$ cat src/hw/rtl/pdc_pkg.sv
`timescale 1ns / 1ps
// ----------------------------------------------------------------------------
// pdc_pkg
// Shared constants, register map and configuration word for the pendulum
// PID duty controller.
// ----------------------------------------------------------------------------
package pdc_pkg;

	// default build widths
	localparam int ADC_BITS_DEF       = 10;
	localparam int DUTY_FRAC_BITS_DEF = 15;

	// register field widths
	localparam int KP_W    = 24;
	localparam int KI_W    = 24;
	localparam int KD_W    = 26;
	localparam int LIM_W   = 29;
	localparam int ADCFG_W = 10;

	// configuration port
	localparam int CFG_IDX_W  = 3;
	localparam int CFG_DATA_W = 29;

	// integrator width and fixed-point positions of the PID sum
	localparam int INT_W      = 30;
	localparam int GAIN_SHIFT = 24;
	localparam int SUM_FRAC   = 32;

	// register reset values
	localparam logic [KP_W-1:0]    KP_RST       = KP_W'(338127);
	localparam logic [KI_W-1:0]    KI_RST       = KI_W'(7091);
	localparam logic [KD_W-1:0]    KD_RST       = KD_W'(38039296);
	localparam logic [LIM_W-1:0]   LIM_RST      = LIM_W'(275657000);
	localparam logic [ADCFG_W-1:0] ZERO_RST     = ADCFG_W'(423);
	localparam logic [ADCFG_W-1:0] SAFE_HI_RST  = ADCFG_W'(520);
	localparam logic [ADCFG_W-1:0] SAFE_LO_RST  = ADCFG_W'(250);

	typedef enum logic [CFG_IDX_W-1:0] {
		REG_KP       = 3'd0,
		REG_KI       = 3'd1,
		REG_KD       = 3'd2,
		REG_INT_LIM  = 3'd3,
		REG_ZERO     = 3'd4,
		REG_SAFE_HI  = 3'd5,
		REG_SAFE_LO  = 3'd6
	} cfg_idx_t;

	typedef struct packed {
		logic [KP_W-1:0]    kp;
		logic [KI_W-1:0]    ki;
		logic [KD_W-1:0]    kd;
		logic [LIM_W-1:0]   int_lim;
		logic [ADCFG_W-1:0] zero_offset;
		logic [ADCFG_W-1:0] safe_high;
		logic [ADCFG_W-1:0] safe_low;
	} cfg_t;

	// width of the error: sample and offset, whichever is wider, plus sign
	function automatic int err_width(input int adc_bits);
		return ((adc_bits > ADCFG_W) ? adc_bits : ADCFG_W) + 1;
	endfunction

	// width of the full PID sum with SUM_FRAC fraction bits
	function automatic int tot_width(input int adc_bits);
		return err_width(adc_bits) + 1 + KD_W + 1 + GAIN_SHIFT + 2;
	endfunction

endpackage

$ cat src/hw/rtl/pdc_cfg_regs.sv
`timescale 1ns / 1ps
// ----------------------------------------------------------------------------
// pdc_cfg_regs
// Configuration register file: gains, integrator clamp, zero offset and the
// safe band, written one word at a time over the configuration channel.
// ----------------------------------------------------------------------------
module pdc_cfg_regs (
	input  logic                           clk,
	input  logic                           arst_n,
	input  logic                           cfg_valid,
	output logic                           cfg_ready,
	input  logic [pdc_pkg::CFG_IDX_W-1:0]  cfg_index,
	input  logic [pdc_pkg::CFG_DATA_W-1:0] cfg_data,
	output pdc_pkg::cfg_t                  cfg
);
	import pdc_pkg::*;

	cfg_t cfg_q;

	// always able to take a word
	assign cfg_ready = 1'b1;
	assign cfg       = cfg_q;

	// decode the index and update the addressed register; drop unknown indexes
	always_ff @(posedge clk or negedge arst_n) begin
		if (!arst_n) begin
			cfg_q.kp          <= KP_RST;
			cfg_q.ki          <= KI_RST;
			cfg_q.kd          <= KD_RST;
			cfg_q.int_lim     <= LIM_RST;
			cfg_q.zero_offset <= ZERO_RST;
			cfg_q.safe_high   <= SAFE_HI_RST;
			cfg_q.safe_low    <= SAFE_LO_RST;
		end else if (cfg_valid && cfg_ready) begin
			unique case (cfg_idx_t'(cfg_index))
				REG_KP:      cfg_q.kp          <= cfg_data[KP_W-1:0];
				REG_KI:      cfg_q.ki          <= cfg_data[KI_W-1:0];
				REG_KD:      cfg_q.kd          <= cfg_data[KD_W-1:0];
				REG_INT_LIM: cfg_q.int_lim     <= cfg_data[LIM_W-1:0];
				REG_ZERO:    cfg_q.zero_offset <= cfg_data[ADCFG_W-1:0];
				REG_SAFE_HI: cfg_q.safe_high   <= cfg_data[ADCFG_W-1:0];
				REG_SAFE_LO: cfg_q.safe_low    <= cfg_data[ADCFG_W-1:0];
				default:     cfg_q             <= cfg_q;
			endcase
		end
	end

endmodule

$ cat config.mk
export PLATFORM = sky130hd
export DESIGN_NAME = pdc_cfg_regs
export DESIGN_NICKNAME = d
export VERILOG_FILES = /design/src/hw/rtl/pdc_pkg.sv /design/src/hw/rtl/pdc_cfg_regs.sv
export SDC_FILE = /design/constraint.sdc
export NUM_CORES = 1
export LEC_CHECK = 0
export ABC_AREA = 1
export BUFFER_PORTS_ARGS = -buffer_cell sky130_fd_sc_hd__buf_2
export CAP_MARGIN = 20
export CORE_AREA = 2 2 136 138
export DETAILED_ROUTE_END_ITERATION = 7
export DIE_AREA = 0 0 138 140
export HOLD_SLACK_MARGIN = 0.02
export PLACE_DENSITY_LB_ADDON = 0.1
export SYNTH_ARGS = -nofsm -noshare
export SYNTH_HDL_FRONTEND = slang
export SYNTH_SLANG_ARGS = --single-unit
$ cat constraint.sdc
create_clock -name clk -period 0.8 [get_ports clk]
set_input_delay 0.04 -clock clk [delete_from_list [all_inputs] [get_ports clk]]
set_output_delay 0.04 -clock clk [all_outputs]
set_load 0.005 [all_outputs]
Word level (Yosys, flattened, before mapping)
Index checks and enable logic that the tools add are counted.
Widths: inputs -> output; s select.
{ "totals": {"word_cells": 21, "ff_bits": 133} }
{ "classes": {"reduce_logical": 8, "n_eq_ne": 6} }
{ "ops": {"columns": ["op", "count"], "rows": [
  ["$reduce_and 2->1", 7],
  ["$eq 3x3->1 const B", 3],
  ["$eq 3x2->1 const B", 2],
  ["$eq 3x1->1 const B", 1],
  ["$logic_not 3->1", 1]
]} }

Longest topological paths before layout
Gate-level depths: netlist (run 1).
{ "logic_depth": {"depth_word": 2, "ltp_mapped": 7, "mapped_depth_nobuf": 5} }

Worst setup path before layout (run 1)
OpenSTA, ideal clock, no wires.
{ "synth_path": {"path_kind": "input port to flip-flop", "start": "input port cfg_valid", "end": "register cfg_q, in the netlist cfg[50]", "path_buffers": 2, "cell_stages": 7, "arrival_time_ns": 0.762, "path_slack_ns": -0.078, "required_time_ns": 0.684, "setup_time_ns": 0.116, "cell_sequence": "inv_1 > nor2_2 > nand2_1 > buf_2 > buf_2 > nand2_1 > nand2_1"} }
{ "synth_via": {"elab_chain_len": 1} }
{ "synth_rtl": {"columns": ["element", "line_no", "rtl"], "rows": [
  ["start, declared", "pdc_cfg_regs.sv:10", "input logic cfg_valid,"],
  ["$reduce_and 2->1 (no source line)", null, null],
  ["end signal, assigned", "pdc_cfg_regs.sv:43", "default: cfg_q <= cfg_q;"],
  ["end, declared", "pdc_cfg_regs.sv:18", "cfg_t cfg_q;"]
]} }
No other way between the ends.
A chain may end at the register's enable or synchronous reset.

Worst setup path after layout (run 1)
{ "layout_path": {"start": "register cfg_q, in the netlist cfg[122]", "end": "output port cfg[122] (netlist bit)"} }
{ "layout_rtl": {"columns": ["element", "line_no", "rtl"], "rows": [
  ["end, declared", "pdc_cfg_regs.sv:14", "output pdc_pkg::cfg_t cfg"]
]} }
No word-level cell between the ends.

==> impl_results.md, run 1 <==
- Synth-to-layout area growth: 56.1%
- PortBufs: 167
- Post-synthesis compound-gate area fraction: 0
- Die footprint: ~19000 sq um
- Core Rows: 49
- Pre-antenna DRT Iters: 4
- Synth top area share: 0.381
- TritonCTS Buffers: 17
- Initial antenna violation count: 1
- Die X: 138 microns
- Sequential area share after synthesis: 0.645
- Post-DP HPWL: between 10000 and 15000 microns
- Adder-cell share of the synthesized area: 0
- Simple-gate portion of the synthesized area: 0.322
- Largest stage delay on the critical path: about 0.55 ns
- Root buf cell: clkbuf_16
- Overall Global Routing Usage: 0.183
- Commonest non-fill, non-tap cell in the layout: nand2_1
- Critical path arrival: 1.07 ns
- Period utilization: 1.38
- Critical-path cell list: buf_6
- CTS sink count: 133
- Post-synth top area cell: dfrtp_1
- CTS tree: done
- Avg WL per Cell: 15.9 microns
- Area share of xor/xnor cells in the synthesized design: 0
- Startpoint Class: register
- Slew Viols, Final: 0
- Nets@finish: 897
- Layout cells sized above 1: 0.408
- Peak VDD IR: 1530 uV
- Clock-pin slew on the worst setup and hold paths: 0.06 ns
- Detail Route Antenna Nets: 0
- Seq cells post-synth: 133
- CP bufs+invs: 1
- Critical Path End Type: output pin
- Fin. Hold Viols: 0
- GP Congestion: 0.774
- Final critical-path required period: 1.11 ns
- Status: complete, but fails checks
- Post-synthesis average cell area: roughly 9 sq um
- Leakage power: 4.45 nW
- Critical path type: register to output pin
- Vias/cell: around 4.5
- Power, Total: 22.1 mW
- Remaining Overflow, GRT: 0
- Family with the most delay on the worst path: flip-flops
- Clock skew: 0 ns
- Largest net degree at the start of global routing: 35
- Worst-case clock buffer depth: 2
- Skew-Pair Late Insertion Delay: 0.41 ns
- Largest cells by area after synthesis: dfrtp_1 38%, dfstp_2 26%, nand2_1 23%
- Core Region: approximately 18000 sq um
- Vias: a little under 5000
- Post-layout util: 0.462
- DR iter-0 viols: 237
- Largest family of logic cells by synthesized area: simple AND/OR/NAND/NOR gates
- Failing checks: setup timing
- Syn Inst Count: 587
- Largest register FFs: 133
- Max Clk Rate: slightly above 0.9 GHz
- Most frequent cells in the layout: 315 x nand2_1, 136 x buf_2, 84 x nand3_1
- Max capacitance violation total: 0
- CP max FO: 2
- Crit-path slowest cell: dfstp_2
- Netlist cell types: 14
- RSZ-0062 raised after global routing: true
- Routed WL: 17600 microns
- Setup Viol. Count Final: 138
- Mapped cell area: 5260 sq um
- Vert. Die Dim: 140 microns
- Worst Path Required: 0.76 ns
- Pwr Density: 2690 nW/um^2
- I/O Pins: 169
- Synthesis Warnings: 0
- Vias in the first global route: 4887
- Post-Syn Nets: 622
- Mux cell area share after synthesis: 0
- # H-tree levels: 4
- First-pass GRT wire length: 27500 microns
- DRC: 0
- Initial Util: 0.296
- Final setup margin: -0.305 ns
- Hold Path Class: primary input to async pin
==> power breakdown <==
part / switching, mW / total (mW) / internal [mW]
logic: 2.11 / 4.69 / 2.58
clock network: 2.87 / 8.26 / 5.39
registers: 0.781 / 9.15 / 8.37
total: 5.76 / 22.1 / 16.3
==> logic make-up (layout without fill, tap and decap cells) <==
| logic type | count (synthesis) | in the layout |
|---|---|---|
| simple gates | 418 | 418 |
| buf+inv | 35 | 323 |
| other cells | 1 | 2 |
| flops | 133 | 133 |
==> routing by layer <==
layer | vias to the layer above | global-route usage | part of all wire
met3 | 23 | 0.0605 | 0.066
met2 | 157 | 0.286 | 0.46
met1 | 2374 | 0.242 | 0.46
met4 | 2 | 0.0548 | 0.019
li1 | 2389 | - | -
met5 | - | 0 | 0.00074
==> area by class of cell <==
type	instances	area [sq um]
antenna	1	2.50
clock buffer	24	512
clock inverter	8	120
fill	1773	9570
inverter	6	22.5
multi-input combinational	419	1740
sequential	133	3390
tap	229	287
timing repair buffer	285	2130
==> stage by stage <==
| stage | setup TNS [ns] | instances | area (sq um) | hold WS, ns | setup slack (ns) |
|---|---|---|---|---|---|
| 4_1_cts | -30.83 | 1087 | 7940 | 0.0777 | -0.330 |
| 6_report | -28.20 | 1105 | 8210 | 0.0825 | -0.305 |
| 3_5_place_dp | -20.46 | 993 | 6680 | -0.0444 | -0.227 |
| 5_1_grt | -33.50 | 1104 | 8210 | 0.108 | -0.339 |
| 3_3_place_gp | -17.02 | 993 | 6680 | -0.0428 | -0.178 |
| 2_1_floorplan | 0 | 587 | 5290 | -0.256 | 0.0112 |
==> cells in the mapped netlist, drive strengths merged <==
cell type  count
clkbuf         4
conb           1
nand3         84
buf           25
dfstp         53
nand2        327
nor2           7
dfrtp         80
inv            6
==> final timing paths <==
path	startpoint	to	slack, ns	cells after the start
min reg2reg	cfg[28]	cfg[28]	0.46	2
max reg2reg	cfg[9]	cfg[9]	-0.03	4
min	arst_n	cfg[128]	0.08	2
max	cfg[122]	cfg[122]	-0.31	1
max in group asynchronous	arst_n	cfg[20]	0.18	3
min in group clk	cfg_index[2]	cfg[64]	0.09	5
==> timing repair <==
item / 4_1_cts / 5_1_grt
endpoints found under the setup margin: 133 / 137
buffers inserted: 32 / 17
resized for setup: 15 / 30
hold endpoints to repair: 249 / 0
hold buffers: 30 / 0
pin swaps: 0 / 4
No activity file was read; power rests on OpenSTA's default activity.
==> inputs of run 2 (changes only) <==
--- a/config.mk
+++ b/config.mk
@@ -9,10 +9,12 @@
 export BUFFER_PORTS_ARGS = -buffer_cell sky130_fd_sc_hd__buf_2
 export CAP_MARGIN = 20
 export CORE_AREA = 2 2 136 138
+export CTS_BUF_LIST = sky130_fd_sc_hd__clkbuf_4 sky130_fd_sc_hd__clkbuf_8 sky130_fd_sc_hd__clkbuf_16
 export DETAILED_ROUTE_END_ITERATION = 7
 export DIE_AREA = 0 0 138 140
 export HOLD_SLACK_MARGIN = 0.02
 export PLACE_DENSITY_LB_ADDON = 0.1
+export SLEW_MARGIN = 0
 export SYNTH_ARGS = -nofsm -noshare
 export SYNTH_HDL_FRONTEND = slang
 export SYNTH_SLANG_ARGS = --single-unit
==> run 2 against run 1 <==
The flow still finishes with violations (setup timing). Total power increased by 0.16%. Sequential power about the same. Critical path depth unchanged. Non-clock buffer count unchanged. Critical path type unchanged. Critical endpoint is now cfg[72].
==> impl_results.md, run 2 (same netlist as run 1, synthesis figures left out) <==
- Status: complete, but fails checks
- Failing checks: setup timing
- Leakage power: 4.45 nW
- Die X: 138 microns
- Pwr Density: 2690 nW/um^2
- Critical path arrival: 1.06 ns
- Critical Path End Type: output pin
- PortBufs: 167
- Clock share of power: 0.375
- R2R cell count: 4
- Endpoint of the worst-slack reg-to-reg timing path: cfg[9]
- Largest register FFs: 133
- Hold Path Class: primary input to async pin
- Layout cells sized above 1: 0.409
- Cell count after placement: 993
- Fin. Hold Viols: 0
- DRC: 0
- CP max FO: 2
- Largest net degree at the start of global routing: 35
- Final setup margin: -0.303 ns
- Critical-path cell list: buf_6
- P_int: 16.4 mW
- Reg2reg setup slack: -0.03 ns
- Slew Viols, Final: 0
- Synth-to-layout area growth: 56.2%
- Fill count: 1773
- Worst Path Required: around 0.76 ns
- Max Clk Rate: 0.907 GHz
- Final critical-path required period: around 1.1 ns
- Core Region: 17800 sq um
- Overall Global Routing Usage: 0.183
- Worst-case clock buffer depth: 2
- Core Rows: 49
- Period utilization: 1.38
- Detail Route Antenna Nets: 0
- Startpoint Class: register
- Clock-pin slew on the worst setup and hold paths: 0.06 ns
- GP Congestion: 0.774
- Setup Viol. Count Final: ~140
- RSZ-0062 raised after global routing: true
- TritonCTS Buffers: 17
- Initial Util: 0.296
- Psw: between 5 and 6 mW
- Clock skew: 0 ns
- Register area: 3390 sq um
- Post-DP HPWL: approximately 12000 microns
- Initial antenna violation count: 1
- CTS tree: done
- Pre-antenna DRT Iters: 4
- Combinational share of power: 0.212
- Reg-to-Reg Start: cfg[9]
- Final cell count without fillers: 1105
- Peak VDD IR: 1530 uV
- Commonest non-fill, non-tap cell in the layout: nand2_1
- Avg WL per Cell: 16.0 microns
- # H-tree levels: 4
- Root buf cell: clkbuf_16
- Sequential Power Share: 0.413
- Switching fraction of total power: 0.260
- Skew-Pair Late Insertion Delay: a little over 0.4 ns
- Die footprint: 19300 sq um
- Vert. Die Dim: 140 microns
- Vias/cell: 4.47
- Multi-input gate area in the final layout: 1740 sq um
- First-pass GRT wire length: 27500 microns
- CTS sink count: 133
- Largest stage delay on the critical path: between 0.5 and 0.6 ns
- Vias in the first global route: approximately 4900
- Crit-path slowest cell: dfstp_2
- Nets@finish: 897
- I/O Pins: 169
- Max capacitance violation total: 0
- Routed WL: 17600 microns
- Final hold slack: 0.0825 ns
- Most frequent cells in the layout: 315 x nand2_1, 136 x buf_2, 84 x nand3_1
- CP bufs+invs: 1
- Vias: 4939
- Family with the most delay on the worst path: flip-flops
- Remaining Overflow, GRT: 0
- Critical path type: register to output pin
- DR iter-0 viols: 232
## run 2: cell counts in the layout (fill, tap and decap cells not counted)
No cell type changed its count.
## run 2: how the worst max path moves through the flow
stage                       from       end  slack (ns)  depth (start not counted)
CTS                      cfg[38]   cfg[38]       -0.33                          1
floorplan              cfg_valid  cfg[108]        0.01                          6
finish                   cfg[72]   cfg[72]       -0.30                          1
global placement    cfg_index[1]   cfg[76]       -0.18                          7
detailed placement  cfg_index[0]   cfg[10]       -0.23                          6
global route             cfg[51]   cfg[51]       -0.34                          1
## run 2: power by group through the flow
stage | sequential [mW] | combinational (mW) | clock (mW)
after floorplan | 9.21 | 1.21 | 0
after global placement | 9.14 | 3.51 | 0
after detailed placement | 9.17 | 3.58 | 0
after CTS | 9.11 | 4.31 | 8.45
after global routing | 9.29 | 5.21 | 8.80
final | 9.15 | 4.69 | 8.30
## run 2: routing by layer
layer / GRT usage / vias to the layer above / wire length, microns
met5: 0 / - / 13
met4: 0.0548 / 2 / 330
met3: 0.0605 / 23 / 1150
met2: 0.286 / 153 / 8050
met1: 0.242 / 2373 / 8080
li1: - / 2388 / -
## run 2: area by class of cell
class,instances,area share
diodes,1,0.000305
clock buffers,24,0.0627
clock inverters,8,0.0146
inverters,6,0.00274
multi-input cells,419,0.212
flip-flops and latches,133,0.413
well taps,229,0.0349
repair buffers,285,0.260
## run 2: what timing repair did
item                                    CTS  global route
endpoints found under the setup margin  133           137
setup buffers                            32            17
pin swaps                                 0             4
cloned                                    0             0
endpoints found under the hold margin   249             0
hold buffers                             30             0
resized for setup                        15            30
## run 2: per-stage QoR
step	setup WS, ns	instance area, sq um	setup TNS (ns)	utilization	total power [mW]
detailed placement	-0.227	6680	-20.46	0.376	12.8
global route	-0.339	8210	-33.50	0.462	23.3
finish	-0.303	8220	-28.22	0.462	22.1
global placement	-0.178	6680	-17.02	0.376	12.6
CTS	-0.330	7950	-30.83	0.447	21.9
floorplan	0.0112	5290	0	-	10.4
