## src/hw/rtl/pdc_pkg.sv

```systemverilog
`timescale 1ns / 1ps
// ----------------------------------------------------------------------------
// pdc_pkg
// Shared constants, register map and configuration word for the pendulum
// PID duty controller.
// ----------------------------------------------------------------------------
package pdc_pkg;

	// default build widths
	localparam int ADC_BITS_DEF       = 10;
	localparam int DUTY_FRAC_BITS_DEF = 15;

	// register field widths
	localparam int KP_W    = 24;
	localparam int KI_W    = 24;
	localparam int KD_W    = 26;
	localparam int LIM_W   = 29;
	localparam int ADCFG_W = 10;

	// configuration port
	localparam int CFG_IDX_W  = 3;
	localparam int CFG_DATA_W = 29;

	// integrator width and fixed-point positions of the PID sum
	localparam int INT_W      = 30;
	localparam int GAIN_SHIFT = 24;
	localparam int SUM_FRAC   = 32;

	// register reset values
	localparam logic [KP_W-1:0]    KP_RST       = KP_W'(338127);
	localparam logic [KI_W-1:0]    KI_RST       = KI_W'(7091);
	localparam logic [KD_W-1:0]    KD_RST       = KD_W'(38039296);
	localparam logic [LIM_W-1:0]   LIM_RST      = LIM_W'(275657000);
	localparam logic [ADCFG_W-1:0] ZERO_RST     = ADCFG_W'(423);
	localparam logic [ADCFG_W-1:0] SAFE_HI_RST  = ADCFG_W'(520);
	localparam logic [ADCFG_W-1:0] SAFE_LO_RST  = ADCFG_W'(250);

	typedef enum logic [CFG_IDX_W-1:0] {
		REG_KP       = 3'd0,
		REG_KI       = 3'd1,
		REG_KD       = 3'd2,
		REG_INT_LIM  = 3'd3,
		REG_ZERO     = 3'd4,
		REG_SAFE_HI  = 3'd5,
		REG_SAFE_LO  = 3'd6
	} cfg_idx_t;

	typedef struct packed {
		logic [KP_W-1:0]    kp;
		logic [KI_W-1:0]    ki;
		logic [KD_W-1:0]    kd;
		logic [LIM_W-1:0]   int_lim;
		logic [ADCFG_W-1:0] zero_offset;
		logic [ADCFG_W-1:0] safe_high;
		logic [ADCFG_W-1:0] safe_low;
	} cfg_t;

	// width of the error: sample and offset, whichever is wider, plus sign
	function automatic int err_width(input int adc_bits);
		return ((adc_bits > ADCFG_W) ? adc_bits : ADCFG_W) + 1;
	endfunction

	// width of the full PID sum with SUM_FRAC fraction bits
	function automatic int tot_width(input int adc_bits);
		return err_width(adc_bits) + 1 + KD_W + 1 + GAIN_SHIFT + 2;
	endfunction

endpackage

```

## src/hw/rtl/pdc_drive.sv

```systemverilog
`timescale 1ns / 1ps
// ----------------------------------------------------------------------------
// pdc_drive
// Round and saturate the PID sum to a duty, grade it for the LED, apply the
// safe-band cutoff and the rail-to-rail hold, and register the result word.
// ----------------------------------------------------------------------------
module pdc_drive #(
	parameter int ADC_BITS       = pdc_pkg::ADC_BITS_DEF,
	parameter int DUTY_FRAC_BITS = pdc_pkg::DUTY_FRAC_BITS_DEF
) (
	input  logic                                           clk,
	input  logic                                           arst_n,
	input  logic                                           word_valid,
	input  logic                                           word_cut,
	input  logic signed [pdc_pkg::tot_width(ADC_BITS)-1:0] word_total,
	output logic                                           take,
	output logic                                           result_valid,
	input  logic                                           result_stall,
	output logic signed [DUTY_FRAC_BITS:0]                 duty,
	output logic signed [DUTY_FRAC_BITS:0]                 left_drive,
	output logic signed [DUTY_FRAC_BITS:0]                 right_drive,
	output logic [1:0]                                     led_level,
	output logic                                           cutoff,
	output logic                                           held
);
	import pdc_pkg::*;

	localparam int TOT_W = tot_width(ADC_BITS);
	localparam int DW    = DUTY_FRAC_BITS + 1;
	localparam int QW    = TOT_W + 1 - SUM_FRAC;
	localparam logic signed [DW-1:0] DUTY_MAX = DW'((1 << DUTY_FRAC_BITS) - 1);
	localparam logic signed [DW-1:0] LED_THR  = DW'((4 << DUTY_FRAC_BITS) / 5);

	// LED grades
	localparam logic [1:0] LED_NEG_FULL = 2'd0;
	localparam logic [1:0] LED_NEG      = 2'd1;
	localparam logic [1:0] LED_POS      = 2'd2;
	localparam logic [1:0] LED_POS_FULL = 2'd3;

	logic                    neg;
	logic [TOT_W-1:0]        mag;
	logic [TOT_W:0]          rnd;
	logic [QW-1:0]           q;
	logic [DUTY_FRAC_BITS-1:0] mag_d;
	logic signed [DW-1:0]    pid;
	logic [1:0]              led_n;
	logic signed [DW-1:0]    pd;
	logic                    jump;
	logic signed [DW-1:0]    duty_n;
	logic                    held_n;

	logic                    valid_q;
	logic signed [DW-1:0]    duty_q;
	logic signed [DW-1:0]    neg_duty_q;
	logic [1:0]              led_q;
	logic                    cut_q;
	logic                    held_q;
	logic signed [DW-1:0]    prev_duty_q;
	logic signed [DW-1:0]    older_duty_q;

	assign take = !valid_q || !result_stall;

	// round to nearest duty step, ties away from zero, then saturate
	always_comb begin
		neg   = word_total[TOT_W-1];
		mag   = neg ? TOT_W'(-word_total) : TOT_W'(word_total);
		rnd   = {1'b0, mag} + ((TOT_W + 1)'(1) << (SUM_FRAC - 1));
		q     = rnd[TOT_W:SUM_FRAC];
		mag_d = (|q[QW-1:DUTY_FRAC_BITS]) ? '1 : q[DUTY_FRAC_BITS-1:0];
		pid   = neg ? -$signed({1'b0, mag_d}) : $signed({1'b0, mag_d});
	end

	// grade the PID duty before cutoff and hold
	always_comb begin
		if (pid > LED_THR)
			led_n = LED_POS_FULL;
		else if (pid >= 0)
			led_n = LED_POS;
		else if (pid >= -LED_THR)
			led_n = LED_NEG;
		else
			led_n = LED_NEG_FULL;
	end

	// cutoff first, then hold on a jump from one rail to the other
	always_comb begin
		pd     = (prev_duty_q == '0) ? pid : prev_duty_q;
		jump   = ((pd == DUTY_MAX) && (pid == -DUTY_MAX))
			|| ((pd == -DUTY_MAX) && (pid == DUTY_MAX));
		held_n = 1'b0;
		if (word_cut)
			duty_n = '0;
		else if (jump) begin
			duty_n = older_duty_q;
			held_n = 1'b1;
		end else
			duty_n = pid;
	end

	// valid bit and duty history
	always_ff @(posedge clk or negedge arst_n) begin
		if (!arst_n) begin
			valid_q      <= 1'b0;
			prev_duty_q  <= '0;
			older_duty_q <= '0;
		end else if (take) begin
			valid_q <= word_valid;
			if (word_valid) begin
				older_duty_q <= pd;
				prev_duty_q  <= duty_n;
			end
		end
	end

	// result word, no reset
	always_ff @(posedge clk) begin
		if (take) begin
			duty_q     <= duty_n;
			neg_duty_q <= -duty_n;
			led_q      <= led_n;
			cut_q      <= word_cut;
			held_q     <= held_n;
		end
	end

	assign result_valid = valid_q;
	assign duty         = duty_q;
	assign left_drive   = duty_q;
	assign right_drive  = neg_duty_q;
	assign led_level    = led_q;
	assign cutoff       = cut_q;
	assign held         = held_q;

endmodule

```

## config.mk

```make
export PLATFORM = sky130hd
export DESIGN_NAME = pdc_drive
export DESIGN_NICKNAME = d
export VERILOG_FILES = /design/src/hw/rtl/pdc_pkg.sv /design/src/hw/rtl/pdc_drive.sv
export SDC_FILE = /design/constraint.sdc
export NUM_CORES = 1
export LEC_CHECK = 0
export BUFFER_PORTS_ARGS = -buffer_cell sky130_fd_sc_hd__buf_2
export CORE_UTILIZATION = 25
export DETAILED_ROUTE_END_ITERATION = 10
export GPL_TIMING_DRIVEN = 0
export PLACE_DENSITY = 0.55
export SYNTH_ARGS = -nofsm -noshare
export SYNTH_HDL_FRONTEND = slang
export SYNTH_SLANG_ARGS = --single-unit
```

## constraint.sdc

```tcl
create_clock -name clk -period 4.2 [get_ports clk]
set_input_delay 0.42 -clock clk [delete_from_list [all_inputs] [get_ports clk]]
set_output_delay 0.42 -clock clk [all_outputs]
set_load 0.03 [all_outputs]
```

**After elaboration in Yosys (flattened, before gate mapping)**

Index checks and enable logic that the tools add are counted.

- Register bits: 69
- Output and inout port bits: 54
- Logic and storage cells: 39

- Add/sub/neg operators: 4
- Magnitude comparators: 3
- Equal/unequal tests: 4
- Mux-type cells: 9
- Reduce and logical (&&, ||, !) cells: 10

Operators by type and width:

| operator | count |
|---|---|
| $add 65x32->66 const B | 1 |
| $mux 65 | 1 |
| $neg 65->65 | 1 |
| $eq 16x16->1 const B | 4 |
| $mux 16 | 4 |
| $reduce_or 19->1 | 1 |
| $ge 16x1->1 const B | 1 |
| $ge 16x16->1 const B | 1 |
| $gt 16x16->1 const B | 1 |
| $logic_not 16->1 | 1 |
| $neg 15->16 | 1 |
| $neg 16->16 | 1 |
| $mux 15 | 1 |
| $mux 1 | 3 |
| $logic_and 1x1->1 | 2 |
| $logic_not 1->1 | 2 |
| $logic_or 1x1->1 | 2 |
| $reduce_and 2->1 | 1 |
| $reduce_or 2->1 | 1 |

**Longest topological paths before layout**

- Word-level depth: 14
- Depth in mapped cells: 44
- Mapped depth without buffers: 34

**Worst setup path before layout**

OpenSTA, ideal clock, no wires.

- Path kind: input -> register
- From: in word_total[64] (netlist name)
- To: reg neg_duty_q[12], in the netlist right_drive[12] (data pin)
- Library setup time: 272 ps
- Data arrival time: 9,929 ps
- Required time: 3,928 ps
- Slack: -6,001 ps
- Stages: 42
- Cells stage by stage: clkbuf_1 > buf_1 > clkbuf_1 > buf_1 > clkbuf_1 > clkbuf_1 > buf_1 > clkbuf_1 > nand2_1 > xnor2_1 > ha_1 > nand3_1 > or4_1 > nand3_2 > nand4_2 > or3_1 > buf_6 > or3_4 > [6 not listed] > ha_1 > o2111ai_1 > or2_1 > clkbuf_1 > nor2_1 > mux2i_1 > nand3_1 > a221oi_1 > nand3_1 > or4_4 > and2_4 > buf_6 > o21ai_0 > ha_1 > inv_1 > nor4_4 > nand4b_1 > xor2_1

- Longest elaborated chain between the ends: 14
- Elaborated cells between the ends (all ways): 18
- Classes of those cells: add/sub: 4; eq/ne: 4; mux: 6; reduce/logical: 4

Ends and longest elaborated chain:

| item | RTL line | source |
|---|---|---|
| start, declared | pdc_drive.sv:15 | `input logic signed [pdc_pkg::tot_width(ADC_BITS)-1:0] word_total,` |
| $neg 65->65 | pdc_drive.sv:66 | `mag = neg ? TOT_W'(-word_total) : TOT_W'(word_total);` |
| $mux 65 | pdc_drive.sv:66 |  |
| $add 65x32->66 | pdc_drive.sv:67 | `rnd = {1'b0, mag} + ((TOT_W + 1)'(1) << (SUM_FRAC - 1));` |
| $reduce_or 19->1 | pdc_drive.sv:69 | `mag_d = (\|q[QW-1:DUTY_FRAC_BITS]) ? '1 : q[DUTY_FRAC_BITS-1:0];` |
| $mux 15 | pdc_drive.sv:69 |  |
| $neg 15->16 | pdc_drive.sv:70 | `pid = neg ? -$signed({1'b0, mag_d}) : $signed({1'b0, mag_d});` |
| $mux 16 (*) | pdc_drive.sv:70 |  |
| $mux 16 | pdc_drive.sv:87 | `pd = (prev_duty_q == '0) ? pid : prev_duty_q;` |
| $eq 16x16->1, on equally long branches | pdc_drive.sv:88, pdc_drive.sv:89 |  |
| $logic_and 1x1->1, on equally long branches | pdc_drive.sv:88, pdc_drive.sv:89 |  |
| $logic_or 1x1->1 | pdc_drive.sv:89 | `\|\| ((pd == -DUTY_MAX) && (pid == DUTY_MAX));` |
| $mux 16 (*) | pdc_drive.sv:93 | `else if (jump) begin` |
| $mux 16 (*) | pdc_drive.sv:91 | `if (word_cut)` |
| $neg 16->16 (*) | pdc_drive.sv:119 | `neg_duty_q <= -duty_n;` |
| end signal, assigned | pdc_drive.sv:119 |  |
| end, declared | pdc_drive.sv:54 | `logic signed [DW-1:0] neg_duty_q;` |

Mark *: on every way between the ends. The rest lies on a longest branch, timed or not.
A chain may end at the register's enable or synchronous reset.

**Final worst setup path**

- From: in word_total[27] (netlist name)
- To: reg neg_duty_q[14], in the netlist right_drive[14] (data pin)

- Longest elaborated chain between the ends: 14
- Elaborated cells between the ends (all ways): 18
- Classes of those cells: add/sub: 4; eq/ne: 4; mux: 6; reduce/logical: 4

Ends and longest elaborated chain:

| item | RTL line |
|---|---|
| $neg 65->65 | pdc_drive.sv:66 |
| $mux 65 (*) | pdc_drive.sv:66 |
| $add 65x32->66 (*) | pdc_drive.sv:67 |
| $reduce_or 19->1 | pdc_drive.sv:69 |
| $mux 15 (*) | pdc_drive.sv:69 |
| $neg 15->16 | pdc_drive.sv:70 |
| $mux 16 (*) | pdc_drive.sv:70 |
| $mux 16 | pdc_drive.sv:87 |
| $eq 16x16->1, on equally long branches | pdc_drive.sv:88, pdc_drive.sv:89 |
| $logic_and 1x1->1, on equally long branches | pdc_drive.sv:88, pdc_drive.sv:89 |
| $logic_or 1x1->1 | pdc_drive.sv:89 |
| $mux 16 (*) | pdc_drive.sv:93 |
| $mux 16 (*) | pdc_drive.sv:91 |
| $neg 16->16 (*) | pdc_drive.sv:119 |

Marks and branches as above.

==> results.sh <==
export IMPL_syn_nets=893
export IMPL_dp_hpwl_mm=18.4
export IMPL_fin_skew_ns=0.00555
export IMPL_pin_count=124
export IMPL_first_pass_iters=8
export IMPL_clock_sinks=68
export IMPL_r2r_cells=19
export IMPL_initial_core_util_pct=25.6
export IMPL_drc=10
export IMPL_core_um2=26200
export IMPL_grt_pass1_wl_mm=40.1
export IMPL_via_count=7849
export IMPL_timing_final_ws_setup_ns=-4.76
export IMPL_violations="DRC, setup timing"
export IMPL_synth_top_family_by_area="simple AND/OR/NAND/NOR gates"
export IMPL_yosysWarnings=0
export IMPL_grt_pass1_vias=7293
export IMPL_cts_hold_buf=0
export IMPL_numCtsBuffers=9
export IMPL_min_period_ns=8.96
export IMPL_via_per_inst=5.54
export IMPL_synthMuxAreaShare_pct=5.23
export IMPL_synth_edf_count=35
export IMPL_worstPathRequired_ns=4.28
export IMPL_r2r_start="prev_duty_q[1]$_DFFE_PN0P_"
export IMPL_dieWidth_um=166
export IMPL_area_growth_pct=51.8
export IMPL_critical_path_most_common_cell="buf_6"
export IMPL_min_path_type="input port to async pin"
export IMPL_slew_headroom_pct=35.0
export IMPL_hold_violations=0
export IMPL_syn_area_per_cell_um2=8.19
export IMPL_grt_overflow_total=0
export IMPL_tightest_slew_ns=0.970
export IMPL_r2r_end="right_drive[14]$_DFFE_PN_"
export IMPL_yosys_area_top_type="edfxtp_1"
export IMPL_ys_types=86
export IMPL_rsz0062_at_grt="yes"
export IMPL_finalNetCount=1150
export IMPL_clock_latency_ns=0.33
export IMPL_drive_above_1_share_pct=42.8
export IMPL_final_util_pct=38.9
export IMPL_netlist_top_cells_area="edfxtp_1 (16%), dfrtp_1 (12%), xor2_1 (5.0%)"
export IMPL_synth_xor_area_share_pct=9.13
export IMPL_synth_compound_area_share_pct=22.5
export IMPL_wl_per_cell_um=18.3
export IMPL_slowest_stage="or4_4"
export IMPL_grtUsageTotal_pct=17.9
export IMPL_cellLeakagePower_nw=3.96
export IMPL_path_class="input port to flop"
export IMPL_whs_ns=0.161
export IMPL_async_flop_share_pct=48.5
export IMPL_cts_max_level=3
export IMPL_portBuffers=119
export IMPL_yosys_area_share_simple_pct=29.3
export IMPL_crit_path_max_incr_delay_ns=0.55
export IMPL_root_buffer="clkbuf_16"
export IMPL_yosys_area_share_adder_pct=0.559
export IMPL_antenna_found_initial=0
export IMPL_ys_seq_elements=68
export IMPL_endpoint_kind="flop"
export IMPL_syn_area_um2=6720
export IMPL_report_final_slew_viol_count=0
export IMPL_critPathLaunchType="input port"
export IMPL_die_h_um=166
export IMPL_cts_tree="done"
export IMPL_powerDensity_nw_per_um2=243
export IMPL_clockBufferDepth=2
export IMPL_cap_violations=0
export IMPL_max_freq_mhz=112
export IMPL_n_fill_cell=2603
export IMPL_ant_nets=0
export IMPL_synth_cells=820
export IMPL_finalCritPeriodShare_pct=213
export IMPL_synth_sequential_area_ratio_pct=27.9
export IMPL_reg2reg_setup_slack_ns=-1.19
export IMPL_worstPathMaxFanout=6
export IMPL_synth_top_flop_cell="edfxtp_1"
export IMPL_diodes=0
export IMPL_vdd_drop_max_mv=0.197
export IMPL_outcome="complete, but fails checks"
export IMPL_clk_pin_slew_ns=0.06
export IMPL_arrival_ns=9.04
export IMPL_gp_congestion=0.967
export IMPL_die_area_um2=27500
export IMPL_drt_first_iter_violations=628
export IMPL_setup_viol=66
export IMPL_grt_max_degree=39
export IMPL_rows=59
export IMPL_synth_top_area_share_pct=15.6
export IMPL_drt_total_wl_mm=25.9
[state kept, by name, summed over array words and instances (netlist names)]
| signal | flops |
|---|---|
| result_valid | 1 |
| held | 1 |
| duty | 16 |
| older_duty_q | 16 |
| right_drive | 15 |
| prev_duty_q | 16 |
| led_level | 2 |
| cutoff | 1 |
[synth_stat cells, drive strengths merged (16+ instances only)]
library cell   n
nor2          74
nand2         72
o21ai         49
xor2          38
a21oi         35
edfxtp        35
nor3          35
dfrtp         33
nor4          32
xnor2         32
buf           30
nand3         30
clkbuf        26
o31ai         24
nand4         23
a31oi         22
or3           18
mux2          17
inv           16
mux2i         16
[layout by cell type, fill, tap and decap left out, drive strengths merged, types with 32 or more instances in the layout]
| cell type | n |
|---|---|
| nor2 | 75 |
| edfxtp | 35 |
| xnor2 | 32 |
| a21oi | 35 |
| dfrtp | 33 |
| buf | 278 |
| nand2 | 72 |
| o21ai | 49 |
| xor2 | 38 |
| nor3 | 35 |
| nor4 | 32 |
| clkbuf | 33 |
[worst max path at each step]
stage | cells past startpoint | slack [ns] | start | to
final | 42 | -4.76 | word_total[27] | right_drive[14]$_DFFE_PN_
after global placement | 44 | -7.01 | word_total[64] | right_drive[12]$_DFFE_PN_
after floorplan | 40 | -4.73 | word_total[13] | right_drive[12]$_DFFE_PN_
after detailed placement | 44 | -6.94 | word_total[64] | right_drive[14]$_DFFE_PN_
after global routing | 42 | -5.04 | word_total[27] | right_drive[14]$_DFFE_PN_
after CTS | 42 | -4.84 | word_total[27] | right_drive[12]$_DFFE_PN_
[critical path: cells and delay by family]
family,cells,cell delay [ns]
AOI/OAI and AO/OA,3,0.66
xor gates and xnor gates,2,0.25
adders and majority gates,3,0.51
buffers and inverters,10,1.19
muxes,2,0.46
and+or+nand+nor,22,5.51
[stage by stage]
step                      TNS, ns  cells  setup slack (ns)  power [mW]  cell area [um^2]
after floorplan           -224.15    820             -4.73        1.36              6920
after global placement    -355.31   1274             -7.01        1.59              7940
after detailed placement  -350.96   1274             -6.94        1.60              7940
after CTS                 -241.89   1369             -4.84        2.41              9450
after global routing      -258.41   1417             -5.04        2.60             10200
final                     -245.79   1417             -4.76        2.48             10200
[area by class of cell]
| class | count | area, um^2 | area share, % |
|---|---|---|---|
| clock inverters | 6 | 31.3 | 0.307 |
| multi-input cells | 681 | 5340 | 52.4 |
| inverters | 16 | 65.1 | 0.638 |
| flip-flops and latches | 68 | 1880 | 18.4 |
| plain buffers | 55 | 462 | 4.53 |
| clock buffers | 10 | 229 | 2.25 |
| repair buffers | 246 | 1770 | 17.4 |
| well taps | 335 | 419 | 4.11 |
[cell families after synthesis]
kind of cell	after synthesis
XOR/XNOR	70
flip-flops	68
buffers and inverters	72
AO/OA/AOI/OAI	218
AND/OR/NAND/NOR	356
multiplexers	33
adder cells (fa/ha/maj)	3
[power breakdown]
group / total (mW) / leakage, nW / switching (mW) / internal, mW
Combinational: 0.963 / 3.06 / 0.572 / 0.390
Sequential: 0.853 / 0.776 / 0.0646 / 0.789
Clock: 0.666 / 0.129 / 0.273 / 0.393
Total: 2.48 / 3.96 / 0.910 / 1.57
[timing repair]
action / 4_1_cts / 5_1_grt
endpoints found under the setup margin: 66 / 66
endpoints found under the hold margin: 0 / 0
buffers inserted: 100 / 50
pin swaps: 51 / 29
cloned: 1 / 0
gates resized for setup: 147 / 92
[routing by layer]
| metal | wire length, um | global-route usage (%) | share of wire [%] | vias up |
|---|---|---|---|---|
| met3 | 1830 | 3.24 | 7.0 | 58 |
| met1 | 11200 | 23.9 | 43 | 3774 |
| met2 | 12200 | 29.7 | 47 | 369 |
| li1 | - | - | - | 3648 |
| met4 | 621 | 4.75 | 2.4 | 0 |
| met5 | 0 | 0 | 0 | - |
(Power assumes the default switching activity.)
